$ cat config.mk
export PLATFORM = sky130hd
export DESIGN_NAME = qph_csub
export DESIGN_NICKNAME = d
export VERILOG_FILES = /design/src/rtl/qph_pkg.sv /design/src/rtl/qph_csub.sv
export SDC_FILE = /design/constraint.sdc
export NUM_CORES = 1
export LEC_CHECK = 0
export BUFFER_PORTS_ARGS = -buffer_cell sky130_fd_sc_hd__buf_2
export CORE_UTILIZATION = 36
export DETAILED_ROUTE_END_ITERATION = 16
export GPL_TIMING_DRIVEN = 0
export REMOVE_ABC_BUFFERS = 1
export SYNTH_ARGS = -nofsm -noshare
export SYNTH_HDL_FRONTEND = slang
export SYNTH_SLANG_ARGS = --single-unit
export TNS_END_PERCENT = 1
$ cat constraint.sdc
create_clock -name vclk -period 7.62
set_input_delay 1.524 -clock vclk [all_inputs]
set_output_delay 1.524 -clock vclk [all_outputs]
set_load 0.005 [all_outputs]
$ cat src/rtl/qph_pkg.sv
`timescale 1ns / 1ps

package qph_pkg;

    // fixed field widths
    localparam int SIZE_W      = 7;
    localparam int LEN_W       = 4;
    localparam int KEY_W       = 64;
    localparam int STATUS_W    = 2;
    localparam int SLOT_W      = 6;
    localparam int PADDR_W     = 3;
    localparam int PDATA_W     = 32;

    // hash step: h < 127, so h*31 + byte < 2**13
    localparam int HX_W        = 13;
    localparam int HASH_SHIFT  = 5;
    localparam int KTOP        = 12;
    localparam int K_W         = 4;
    localparam int UNIT_W      = HX_W + SIZE_W - 1;

    // defaults
    localparam int DEF_TABLE_DEPTH   = 64;
    localparam int DEF_MAX_KEY_CHARS = 8;
    localparam logic [SIZE_W-1:0] SIZE_RESET = 7'd64;

    localparam logic REG_TABLE_SIZE = 1'b0;

    localparam logic FUNC_INSERT = 1'b0;
    localparam logic FUNC_SEARCH = 1'b1;

    typedef enum logic [STATUS_W-1:0] {
        ST_INSERTED = 2'd0,
        ST_FULL     = 2'd1,
        ST_FOUND    = 2'd2,
        ST_MISSING  = 2'd3
    } t_status;

    typedef struct packed {
        logic rd;
        logic wr;
        logic clr;
    } t_mem_cmd;

endpackage

$ cat src/rtl/qph_csub.sv
`timescale 1ns / 1ps

module qph_csub #(
    parameter int W = qph_pkg::UNIT_W
) (
    input  logic [W-1:0] i_a,
    input  logic [W-1:0] i_b,
    output logic [W-1:0] o_res
);

    // one conditional subtract: a mod b when a < 2*b
    always_comb begin
        if (i_a >= i_b) begin
            o_res = i_a - i_b;
        end else begin
            o_res = i_a;
        end
    end

endmodule

After elaboration in Yosys (flattened, before gate mapping) --
Index checks and enable logic that the tools add are counted.
Storage, ports and cells: flip-flop bits (word level) 0, input bits 38, output and inout port bits 19, word-level logic and storage cells 3
Operators by class: add/subtract/negate cells 1, $lt $le $gt $ge 1, multiplexer cells 1
Operator list (count):
- >= comparator 19 bit | 1
- two-way mux 19 bit | 1
- subtractor 19 bit | 1

Depth between registers and ports, before layout --
depth in word-level cells 2, depth in mapped cells 11, depth with buffers taken out 11

Worst setup path before layout --
No wires, ideal clock.
path type in2out, from input port i_a[0], to output port o_res[18], arrival time 3331 ps, data required time 6096 ps, setup slack 2765 ps, stages on the path 11, path buffers 0, cells stage by stage inv_1 ha_1 inv_1 fa_1 a21oi_1 o211ai_1 nand2_1 a31o_2 nor3_1 or3_2 o211ai_1
On the way: cells in the longest elaborated chain, start to end 2, elaborated cells on any way between the ends 3, those cells by class add/sub (1); order compare (1); mux (1)
Ends and longest elaborated chain:
- start, declared | RTL line qph_csub.sv:6 | input logic [W-1:0] i_a,
- subtractor 19 bit or >= comparator 19 bit (tied branches) | RTL line qph_csub.sv:14, qph_csub.sv:13
- two-way mux 19 bit (*) | RTL line qph_csub.sv:13 | if (i_a >= i_b) begin
- end, declared | RTL line qph_csub.sv:8 | output logic [W-1:0] o_res
Every way passes the cells marked *; elsewhere a longest branch is shown, timed or not.

Final worst setup path --
from input port i_a[8], to output port o_res[5]
On the way: cells in the longest elaborated chain, start to end 2
Ends and longest elaborated chain (RTL line):
- >= comparator 19 bit | qph_csub.sv:13
- two-way mux 19 bit | qph_csub.sv:13
Every way passes these cells.

==> summary.txt <==
STA
  • Final period util: a little under three quarters
  • Max-slew headroom at the worst pin: between 50 and 60%
  • Max-slew violations: 0
  • Fin Setup TNS: 0 ps
  • Final setup vio count: 0
  • Final Hold Viols: 0
  • RSZ-0062 raised after global routing: false
  • Fmax: 185 MHz
  • Period minus WS final: 5400 ps
  • Slew @ Worst Pin: between 600 and 700 ps

Final layout
  • Most frequent cells in the layout: 57 x buf_2, 23 x inv_1, 19 x ha_1, 18 x nand2_1, 14 x a21oi_1
  • Sequential cells: 0
  • Multi-input logic area: 0.00121 mm²
  • FF/Latch Area: 0 µm²
  • Layout cells sized above 1: 35.5%
  • Layout area overhead: 21.0%
  • Clock buffers: 0
  • Design area: 0.00164 mm²
  • Nets: around 290
  • Most common cell after layout, fill and taps aside: buf_2
  • Filler Cell Count: 394
  • Inserted Diodes: 0

Power
  • Gate power share: 100.0%
  • Switching Power: 0.0714 mW
  • Static leakage: 0.861 nW
  • Worst VDD drop: 0.0348 mV
  • Share of power burned in registers: 0%
  • Int Power: between 0.07 and 0.08 mW
  • Switching share of power: 48.1%
  • Pwr/cell area: 90.6 mW/mm²
  • Clock share of power: 0%

CTS
  • Post-CTS sizing: 0
  • Hold bufs inserted after CTS: 0
  • Post-CTS setup buffers: 0

Synth
  • Mapped cell area: between 0.001 and 0.0015 mm²
  • Mean Syn Cell Area: roughly 7.4 µm²
  • Seq/Total Area, Yosys: 0%
  • YS warnings: 0
  • Post-Synthesis Cells: 184
  • Post-synthesis cell type count: 45

Die
  • Total die area: 0.00401 mm²
  • I/O Pins: 57
  • # rows: 21
  • Die Y: 63.3 µm
  • Die width: about 63 µm
  • Core area: 0.00347 mm²
  • Starting Density: 39.0%

Setup path
  • Worst Path Max Fanout: 18
  • Crit Path Class: primary input to output pin
  • Crit-path slowest cell: nor2_4
  • Worst-path cell chain: buf_2 > ha_1 > nand2_1 > nor3_1 > nand2_1 > o21ai_2 > o22ai_2 > nor2_4 > mux2_2 > buf_2
  • Setup crit end kind: output pin
  • Worst endpoint required time: 6100 ps
  • Type of origin of the critical path: primary input
  • CP peak stage delay: approximately 510 ps
  • Worst EP arrival: 3880 ps

Global route
  • Final global-route overflow total: 0
  • Vias in the first global route: 1,170
  • GRT Util Overall: 13.9%
  • Initial antenna violation count: 0
  • Largest net degree at the start of global routing: 19
  • First-pass GRT wire length: between 4000 and 5000 µm

Detailed routing
  • Via-to-Cell Ratio: 4.90
  • # DRC: 0
  • Antenna Violating Nets Remaining: 0
  • Routed vias: between 1,000 and 1,500
  • WL/cell: 10.2 µm
  • DRT Wirelength: approximately 2900 µm
  • DRT Pass-1 Iters: 4
  • 1st-iter DRT viols: 51

Run
  • Max-cap check violation count: 0

Run status
  • Status: completed

Min path
  • Worst hold path startpoint: i_a[12]
  • HP Class: primary input to output pin
  • Hold Path Depth: 3
  • Hold Path End: o_res[12]

Placed design
  • Port Buf Inserts: 57
  • Post-DP HPWL: 2440 µm
  • Placed cell areas: 0.00164 mm²
  • Final Wtd Congestion: 0.845
-- critical path: cells and delay by family --
kind | cells | cell delay (ps)
simple gates | 4 | 1020
compound gates | 2 | 300
fa+ha+maj | 1 | 390
mux | 1 | 410
buf+inv | 2 | 230
-- through the flow --
stage	power (mW)	setup slack, ps	hold slack (ps)	util, %	cells
global route	0.167	1950	3370	47.2	280
CTS	0.150	2180	3360	47.2	280
floorplan	0.108	2700	3140	-	177
finish	0.148	2220	3360	47.2	280
global placement	0.149	2200	3360	47.2	280
detailed placement	0.149	2180	3360	47.2	280
-- Yosys cell counts, drive strengths merged, types with 2 or more instances --
library cell / number / share of area (%)
a211oi: 5 / 3.1
a21o: 5 / 2.9
a21oi: 16 / 6.5
a31oi: 2 / 0.92
buf: 6 / 4.0
ha: 19 / 18
inv: 23 / 6.4
mux2: 16 / 16
mux2i: 2 / 1.5
nand2: 18 / 5.0
nand2b: 2 / 0.92
nand3: 4 / 1.5
nor2: 11 / 3.6
nor2b: 3 / 1.4
nor3: 5 / 1.8
o211ai: 5 / 2.8
o21ai: 8 / 3.2
o22ai: 3 / 1.8
or3: 2 / 1.0
xnor2: 8 / 5.2
xor2: 8 / 5.2
-- metal layers --
metal / share of wire, % / vias to the layer above / wire [µm] / global-route usage, %
met3: 4.1 / 0 / 116 / 0
met2: 45 / 36 / 1300 / 25.0
met4: 0 / 0 / 0 / 0
met5: 0 / - / 0 / 0
met1: 50 / 583 / 1440 / 19.7
li1: - / 752 / - / -
-- power groups by stage --
stage	clock network [mW]	logic [mW]	registers, mW
after global routing	0	0.167	0
after detailed placement	0	0.149	0
final	0	0.148	0
after floorplan	0	0.108	0
after CTS	0	0.150	0
after global placement	0	0.149	0
-- final cells by class --
type                       count  area share (%)
tap                           46            3.52
multi-input combinational    154            73.8
inverter                      23            5.28
timing repair buffer          57            17.4
-- cell families after synthesis --
logic type,Yosys count,share of synthesized area [%]
mux,18,17.0
simple gates,49,17.2
buf+inv,30,10.7
fa+ha+maj,20,19.1
xor+xnor,16,10.4
compound gates,51,25.6
-- worst max-delay path by stage --
| stage | start | end | slack (ps) | cells past startpoint |
|---|---|---|---|---|
| finish | i_a[8] | o_res[5] | 2220 | 10 |
| global route | i_b[9] | o_res[1] | 1950 | 11 |
| CTS | i_a[8] | o_res[5] | 2180 | 10 |
| detailed placement | i_a[8] | o_res[5] | 2180 | 10 |
| global placement | i_a[8] | o_res[5] | 2200 | 10 |
| floorplan | i_b[8] | o_res[1] | 2700 | 9 |
No activity file was read; power rests on OpenSTA's default activity.
